--- config.mk ---
export PLATFORM = sky130hd
export DESIGN_NAME = ble_pdu_crc_whiten_encoder_core
export DESIGN_NICKNAME = d
export VERILOG_FILES = /design/src/rtl/core/blecw_pkg.sv /design/src/rtl/core/ble_pdu_crc_whiten_encoder_core.sv /design/src/rtl/core/blecw_engine.sv
export SDC_FILE = /design/constraint.sdc
export NUM_CORES = 1
export LEC_CHECK = 0
export BUFFER_PORTS_ARGS = -buffer_cell sky130_fd_sc_hd__buf_2
export CORE_MARGIN = 5
export CORE_UTILIZATION = 55
export CTS_BUF_LIST = sky130_fd_sc_hd__clkbuf_4 sky130_fd_sc_hd__clkbuf_8 sky130_fd_sc_hd__clkbuf_16
export CTS_CLUSTER_SIZE = 25
export DETAILED_ROUTE_END_ITERATION = 12
export GPL_ROUTABILITY_DRIVEN = 0
export MAX_ROUTING_LAYER = met4
export PLACE_DENSITY = 0.83
export SLEW_MARGIN = 15
export SYNTH_ARGS = -nofsm -noshare
export SYNTH_HDL_FRONTEND = slang
export SYNTH_HIERARCHICAL = 1
export SYNTH_SLANG_ARGS = --single-unit
export TNS_END_PERCENT = 10
--- constraint.sdc ---
create_clock -name clk -period 2.78 [get_ports clk]
set_clock_uncertainty 0.05 [all_clocks]
set_input_delay 0.278 -clock clk [delete_from_list [all_inputs] [get_ports clk]]
set_output_delay 0.278 -clock clk [all_outputs]
set_load 0.005 [all_outputs]
--- src/rtl/core/blecw_pkg.sv ---
// Shared types, constants and bit-level functions for the BLE CRC and whitening encoder
package blecw_pkg;

	localparam int unsigned ByteW  = 8;
	localparam int unsigned CrcW   = 24;
	localparam int unsigned ChanW  = 6;

	localparam logic [CrcW-1:0]  CRC_POLY     = 24'h00065B;
	localparam logic [CrcW-1:0]  CRC_PRESET_R = 24'h555555;
	localparam logic [ByteW-1:0] WHITEN_TAPS  = 8'h11;
	localparam logic [ByteW-1:0] SEED_SET     = 8'h02;
	localparam logic [ChanW-1:0] CHANNEL_R    = 6'd37;

	// configuration register indexes
	localparam logic CFG_CHANNEL = 1'b0;
	localparam logic CFG_PRESET  = 1'b1;

	// sequencer phase: data byte, then the three appended crc bytes
	typedef enum logic [1:0] {
		PH_DATA    = 2'd0,
		PH_CRC_HI  = 2'd1,
		PH_CRC_MID = 2'd2,
		PH_CRC_LO  = 2'd3
	} phase_t;

	// one input transaction held in the input register
	typedef struct packed {
		logic [ByteW-1:0] pdu_byte;
		logic             packet_start;
		logic             packet_end;
	} item_t;

	// settings handed from the register bank to the engine
	typedef struct packed {
		logic [ByteW-1:0] seed;
		logic [CrcW-1:0]  preset;
	} cfg_t;

	// whitened byte together with the advanced shift register
	typedef struct packed {
		logic [ByteW-1:0] lfsr;
		logic [ByteW-1:0] data;
	} whiten_t;

	// bit order reversal of one byte
	function automatic logic [ByteW-1:0] rev8(input logic [ByteW-1:0] a);
		logic [ByteW-1:0] r;
		for (int i = 0; i < ByteW; i++) begin
			r[ByteW-1-i] = a[i];
		end
		return r;
	endfunction

	// fold one byte into the crc, lsb first
	function automatic logic [CrcW-1:0] crc_byte(input logic [CrcW-1:0] crc,
			input logic [ByteW-1:0] d);
		logic [CrcW-1:0] c;
		logic            top;
		c = crc;
		for (int i = 0; i < ByteW; i++) begin
			top = c[CrcW-1];
			c   = {c[CrcW-2:0], 1'b0};
			if (top != d[i]) begin
				c = c ^ CRC_POLY;
			end
		end
		return c;
	endfunction

	// whiten one byte, lsb first, msb of the shift register drives each bit
	function automatic whiten_t whiten_byte(input logic [ByteW-1:0] lfsr,
			input logic [ByteW-1:0] d);
		whiten_t r;
		r.lfsr = lfsr;
		r.data = d;
		for (int i = 0; i < ByteW; i++) begin
			if (r.lfsr[ByteW-1]) begin
				r.lfsr    = r.lfsr ^ WHITEN_TAPS;
				r.data[i] = ~r.data[i];
			end
			r.lfsr = {r.lfsr[ByteW-2:0], 1'b0};
		end
		return r;
	endfunction

endpackage

--- src/rtl/core/ble_pdu_crc_whiten_encoder_core.sv ---
// Top level of the BLE PDU CRC-24 and whitening encoder
// Each input transaction goes through the input register and then the result register to m_axis.
// Throughput: one PDU byte per cycle while m_axis accepts; after a final byte, the single result
// register sends the three CRC bytes in turn, and no input is taken until all three are out.
// Reset: asynchronous, active low; channel 37, CRC preset and CRC 0x555555, whitening register zero.
// Configuration writes are always accepted and take effect on the next packet start.
module ble_pdu_crc_whiten_encoder_core
	import blecw_pkg::*;
(
	input  logic             clk,
	input  logic             arst_n,
	// configuration write channel
	input  logic             cfg_valid,
	output logic             cfg_ready,
	input  logic             cfg_index,
	input  logic [CrcW-1:0]  cfg_data,
	// input stream
	input  logic             s_axis_tvalid,
	output logic             s_axis_tready,
	input  logic [ByteW-1:0] s_axis_tdata,  // [7:0] pdu_byte
	input  logic             s_axis_tuser,  // packet_start
	input  logic             s_axis_tlast,  // packet_end
	// output stream
	output logic             m_axis_tvalid,
	input  logic             m_axis_tready,
	output logic [ByteW-1:0] m_axis_tdata,  // [7:0] air_byte
	output logic             m_axis_tlast   // air_last
);

	logic [ChanW-1:0] channel_q;
	logic [CrcW-1:0]  preset_q;
	logic             valid_s1;
	item_t            item_s1;
	logic             item_take;
	cfg_t             cfg;

	assign cfg_ready = 1'b1;

	// configuration registers
	always_ff @(posedge clk or negedge arst_n) begin
		if (!arst_n) begin
			channel_q <= CHANNEL_R;
			preset_q  <= CRC_PRESET_R;
		end else if (cfg_valid && cfg_ready) begin
			unique case (cfg_index)
				CFG_CHANNEL: channel_q <= cfg_data[ChanW-1:0];
				CFG_PRESET:  preset_q  <= cfg_data;
				default:     preset_q  <= preset_q;
			endcase
		end
	end

	// whitening seed from the reversed channel
	assign cfg = '{seed: rev8({2'b00, channel_q}) | SEED_SET, preset: preset_q};

	// input register
	assign s_axis_tready = !valid_s1 || item_take;

	always_ff @(posedge clk or negedge arst_n) begin
		if (!arst_n) begin
			valid_s1 <= 1'b0;
		end else if (s_axis_tready) begin
			valid_s1 <= s_axis_tvalid;
		end
	end

	always_ff @(posedge clk) begin
		if (s_axis_tvalid && s_axis_tready) begin
			item_s1.pdu_byte     <= s_axis_tdata;
			item_s1.packet_start <= s_axis_tuser;
			item_s1.packet_end   <= s_axis_tlast;
		end
	end

	blecw_engine u_engine (
		.clk           (clk),
		.arst_n        (arst_n),
		.item_valid    (valid_s1),
		.item          (item_s1),
		.cfg           (cfg),
		.item_take     (item_take),
		.m_axis_tvalid (m_axis_tvalid),
		.m_axis_tready (m_axis_tready),
		.m_axis_tdata  (m_axis_tdata),
		.m_axis_tlast  (m_axis_tlast)
	);

endmodule

--- src/rtl/core/blecw_engine.sv ---
// CRC and whitening engine: running state, crc byte sequencer and result register
module blecw_engine
	import blecw_pkg::*;
(
	input  logic             clk,
	input  logic             arst_n,
	input  logic             item_valid,
	input  item_t            item,
	input  cfg_t             cfg,
	output logic             item_take,
	output logic             m_axis_tvalid,
	input  logic             m_axis_tready,
	output logic [ByteW-1:0] m_axis_tdata,  // [7:0] air_byte
	output logic             m_axis_tlast   // air_last
);

	phase_t          phase_q, phase_d;
	logic [CrcW-1:0] crc_q;
	logic [ByteW-1:0] lfsr_q;
	logic            out_valid_q;
	logic [ByteW-1:0] out_byte_q;
	logic            out_last_q;

	logic            out_free;
	logic            crc_emit;
	logic [CrcW-1:0] crc_base;
	logic [CrcW-1:0] crc_new;
	logic [ByteW-1:0] lfsr_base;
	whiten_t         w_data;
	whiten_t         w_crc;
	logic [ByteW-1:0] crc_sel;

	// result register can take a new transaction
	assign out_free = !out_valid_q || m_axis_tready;

	// next phase
	always_comb begin
		phase_d = phase_q;
		unique case (phase_q)
			PH_DATA: begin
				if (item_valid && out_free && item.packet_end) phase_d = PH_CRC_HI;
			end
			PH_CRC_HI: begin
				if (out_free) phase_d = PH_CRC_MID;
			end
			PH_CRC_MID: begin
				if (out_free) phase_d = PH_CRC_LO;
			end
			PH_CRC_LO: begin
				if (out_free) phase_d = PH_DATA;
			end
			default: phase_d = PH_DATA;
		endcase
	end

	// sequencer outputs
	always_comb begin
		item_take = 1'b0;
		crc_emit  = 1'b0;
		crc_sel   = crc_q[23:16];
		unique case (phase_q)
			PH_DATA: begin
				item_take = item_valid && out_free;
			end
			PH_CRC_HI: begin
				crc_emit = out_free;
				crc_sel  = crc_q[23:16];
			end
			PH_CRC_MID: begin
				crc_emit = out_free;
				crc_sel  = crc_q[15:8];
			end
			PH_CRC_LO: begin
				crc_emit = out_free;
				crc_sel  = crc_q[7:0];
			end
			default: begin
				item_take = 1'b0;
			end
		endcase
	end

	// data byte path, with preset and seed reload on packet start
	assign crc_base  = item.packet_start ? cfg.preset : crc_q;
	assign lfsr_base = item.packet_start ? cfg.seed : lfsr_q;
	assign crc_new   = crc_byte(crc_base, item.pdu_byte);
	assign w_data    = whiten_byte(lfsr_base, item.pdu_byte);

	// crc byte path, whitened in reversed bit order
	assign w_crc = whiten_byte(lfsr_q, rev8(crc_sel));

	// running state and sequencer
	always_ff @(posedge clk or negedge arst_n) begin
		if (!arst_n) begin
			phase_q <= PH_DATA;
			crc_q   <= CRC_PRESET_R;
			lfsr_q  <= '0;
		end else begin
			phase_q <= phase_d;
			if (item_take) begin
				crc_q  <= crc_new;
				lfsr_q <= w_data.lfsr;
			end else if (crc_emit) begin
				lfsr_q <= w_crc.lfsr;
			end
		end
	end

	// result register valid
	always_ff @(posedge clk or negedge arst_n) begin
		if (!arst_n) begin
			out_valid_q <= 1'b0;
		end else if (item_take || crc_emit) begin
			out_valid_q <= 1'b1;
		end else if (m_axis_tready) begin
			out_valid_q <= 1'b0;
		end
	end

	// result register payload
	always_ff @(posedge clk) begin
		if (item_take) begin
			out_byte_q <= rev8(w_data.data);
			out_last_q <= 1'b0;
		end else if (crc_emit) begin
			out_byte_q <= rev8(w_crc.data);
			out_last_q <= (phase_q == PH_CRC_LO);
		end
	end

	assign m_axis_tvalid = out_valid_q;
	assign m_axis_tdata  = out_byte_q;
	assign m_axis_tlast  = out_last_q;

	// a final byte starts the crc sequence
	a_end_starts_crc: assert property (@(posedge clk) disable iff (!arst_n)
		(item_take && item.packet_end) |=> (phase_q == PH_CRC_HI))
		else $error("crc sequence did not start after packet end");

	// crc stays frozen while its bytes are sent
	a_crc_frozen: assert property (@(posedge clk) disable iff (!arst_n)
		(phase_q != PH_DATA) |=> $stable(crc_q))
		else $error("crc changed during crc byte output");

	// the lowest crc byte is marked last
	a_last_on_lo: assert property (@(posedge clk) disable iff (!arst_n)
		(crc_emit && phase_q == PH_CRC_LO) |=> (out_valid_q && out_last_q))
		else $error("last crc byte not marked");

	// no input is taken while crc bytes are pending
	a_no_take_in_crc: assert property (@(posedge clk) disable iff (!arst_n)
		(phase_q == PH_CRC_HI || phase_q == PH_CRC_MID) |=> !item_take)
		else $error("input taken during crc output");

endmodule

==> summary.md <==
| Metric | Value |
|---|---|
| Outcome | complete, no violations |
| CP Class | flop to flop |
| Crit path DAT | roughly 2.6 ns |
| Area added between synthesis and finish | 12.4% |
| Routed Antenna Nets | 0 |
| Core area | ~8000 um2 |
| WL per Instance | 18.0 um |
| Post-layout net count | 479 |
| CP max-delay cell | edfxtp_1 |
| Crit-path cells | buf_4, mux2i_2, xnor2_2, xor2_1, xnor2_1, o21ai_0 |
| Max-cap violations | 0 |
| Via density | 5.46 |
| Cts-stage hold buffer count | 0 |
| Post-CTS Setup Bufs | 0 |
| Worst Path Required | 2.95 ns |
| Setup TNS | 0 ns |
| R2R Path End | u_engine/crc_q[5] |
| Reg-to-reg slack, setup | 0.32 ns |
| Hold WS | 0.0116 ns |
| Cts repair resizes | 0 |
| Die Y | 102 um |
| Power Density | 1290 nW/um2 |
| Gr ovfl total | 0 |
| Fmax | between 400 and 500 MHz |
| Slew @ Worst Pin | 0.932 ns |
| Max clock buf depth | 2 |
| Synth Warn # | 6 |
| Post-synth EDFFs | 18 |
| Via count | 2968 |
| Post-synth top area share | 20.4% |
| DRC Markers | 0 |
| CTS root buffer | clkbuf_8 |
| Finished Layout Cells | 544 |
| Main area contributors after synthesis | dfrtp_1, dfstp_2, edfxtp_1 |
| Gr usage total | between 20% and 30% |
| Worst slew margin | 37.9% |
| Clk Latency, worst-skew pair | between 0.3 and 0.4 ns |
| Die width | roughly 100 um |
| CP max FO | 10 |
| Largest stage delay, worst path | slightly below 0.8 ns |
| Unrepaired setup endpoints after global routing | false |
| Pin count of the biggest net entering global routing | 59 |
| Num Clock Sinks | 84 |
| Cells after synthesis | 382 |
| Type of origin of the critical path | flop |
| TritonCTS clock tree | done |
| Sequential share of the synthesized area | around 48% |
| Distinct cells, synth | between 40 and 50 |
| H-tree depth | 3 |
| Dpl hpwl | 7.24 mm |
| # setup viols final | 0 |
| # port buffers | 50 |
| DRT Wirelength | 9.79 mm |
| Diodes inserted | 0 |
| Starting Density | 56.6% |
| Synth area leader | dfrtp_1 |
| Synthesized area | 4650 um2 |
| Ys flop type | dfrtp_1 |
| Minimum clock period | 2.46 ns |
| Layout cells sized above 1 | 33.7% |
| Worst flop-to-flop path startpoint | item_s1[1] |
| Router iterations before antenna repair | 4 |
| Async S/R FF share, synth | 77.4% |
| Worst setup EP type | flop |
| Fillers | 615 |
| Hold Path Class | primary input to async pin |
| Vias in the first global route | 3188 |
| Initial antenna violation count | 0 |
| Total power | 6.76 mW |
| FP Rows | 33 |
| Reg clk slew, reported paths | 0.09 ns |
| Die area | 10400 um2 |
| R2R cell count | 6 |
| Fin. max-slew vios | 0 |
| Cts bufs inserted | 9 |
| DR iter-0 viols | 160 |
| P_leak | 2.33 nW |
| Tcrit/Tclk final | 88.4% |
| Average size of a mapped cell | between 10 and 15 um2 |
| First-pass GRT wire length | 16.2 mm |
| Synth Register Bits | 84 |
| Maximum vdd drop | slightly below 600 uV |
| Cell count after placement | 528 |
| IO Pins | 52 |
| Hold Fails Final Rpt | 0 |
-- layer usage --
metal / global-route usage [%] / up-vias / part of all wire, % / routed length, um
met4: 8.68 / 0 / 2.8 / 272
li1: - / 1395 / - / -
met3: 4.44 / 25 / 5.8 / 570
met1: 26.3 / 1457 / 42 / 4080
met2: 33.5 / 91 / 50 / 4860
met5: - / - / 0 / 0
-- logic make-up (layout without fill, tap and decap cells) --
family / count (synthesis) / in the layout / synth area share (%)
simple gates: 67 / 67 / 6.02
buf+inv: 25 / 81 / 2.96
other cells: 2 / 3 / 0.161
compound gates: 63 / 63 / 7.69
fa+ha+maj: 5 / 5 / 1.34
xor+xnor: 74 / 74 / 17.7
flops: 84 / 84 / 47.7
mux: 62 / 62 / 16.4
-- worst max-delay path by stage --
stage	start	endpoint	slack [ns]
after floorplan	u_engine/phase_q[0]	item_s1[0]	0.70
after global placement	item_s1[1]	u_engine/m_axis_tdata[0]	0.48
after detailed placement	item_s1[1]	u_engine/crc_q[5]	0.37
after CTS	item_s1[1]	u_engine/crc_q[5]	0.35
after global routing	item_s1[1]	u_engine/crc_q[8]	0.21
final	item_s1[1]	u_engine/crc_q[5]	0.32
-- flip-flops by register name, summed over array words and instances, names as in the netlist --
signal	flops
preset_q	24
u_engine/crc_q	24
item_s1	10
u_engine/m_axis_tdata	8
u_engine/lfsr_q	7
channel_q	6
u_engine/phase_q	2
u_engine/m_axis_tlast	1
u_engine/m_axis_tvalid	1
valid_s1	1
-- cells in the mapped netlist (8+ instances only) --
cell type and instances:
nand2_1 42, xnor2_1 39, dfrtp_1 38, dfstp_2 27, mux2i_1 27, o21ai_0 25, mux2_4 20, xor2_1 20
a21oi_1 18, edfxtp_1 18, nor2_1 12, clkbuf_1 11, mux2_2 10, a22o_1 8
-- layout make-up --
cell class,instances,area (um2),area share (%)
multi-input cells,274,2300,44.0
inverters,3,11.3,0.215
clock inverters,5,83.8,1.60
flip-flops and latches,84,2220,42.4
clock buffers,11,145,2.77
repair buffers,62,340,6.50
well taps,105,131,2.51
-- worst max-delay path: cells and delay by family, from the launching register on --
kind | cells | cell delay [ns]
DFF | 1 | 0.78
muxes | 1 | 0.28
buffers and inverters | 1 | 0.32
xor gates and xnor gates | 3 | 0.78
AOI/OAI and AO/OA | 1 | 0.10
-- cells in the final DEF, fill, tap and decap left out, types with 20 or more instances in the layout --
cell type / synthesis / layout
buf_2: 4 / 50
xor2_1: 20 / 20
o21ai_0: 25 / 25
dfrtp_1: 38 / 38
mux2_4: 20 / 20
nand2_1: 42 / 42
dfstp_2: 27 / 27
xnor2_1: 39 / 39
mux2i_1: 27 / 27
-- where the power goes --
part           total, mW  internal [mW]  switching, mW
combinational       3.50           1.71           1.79
clock              0.999          0.544          0.455
sequential          2.26           1.86          0.397
total               6.76           4.12           2.64
-- stage by stage --
stage | util, % | setup slack (ns) | area (um2)
global placement | 60.9 | 0.484 | 5000
detailed placement | 60.9 | 0.367 | 5000
finish | 63.7 | 0.323 | 5230
CTS | 63.7 | 0.347 | 5230
floorplan | - | 0.695 | 4660
global route | 63.7 | 0.212 | 5230
No activity file was read; power rests on OpenSTA's default activity.
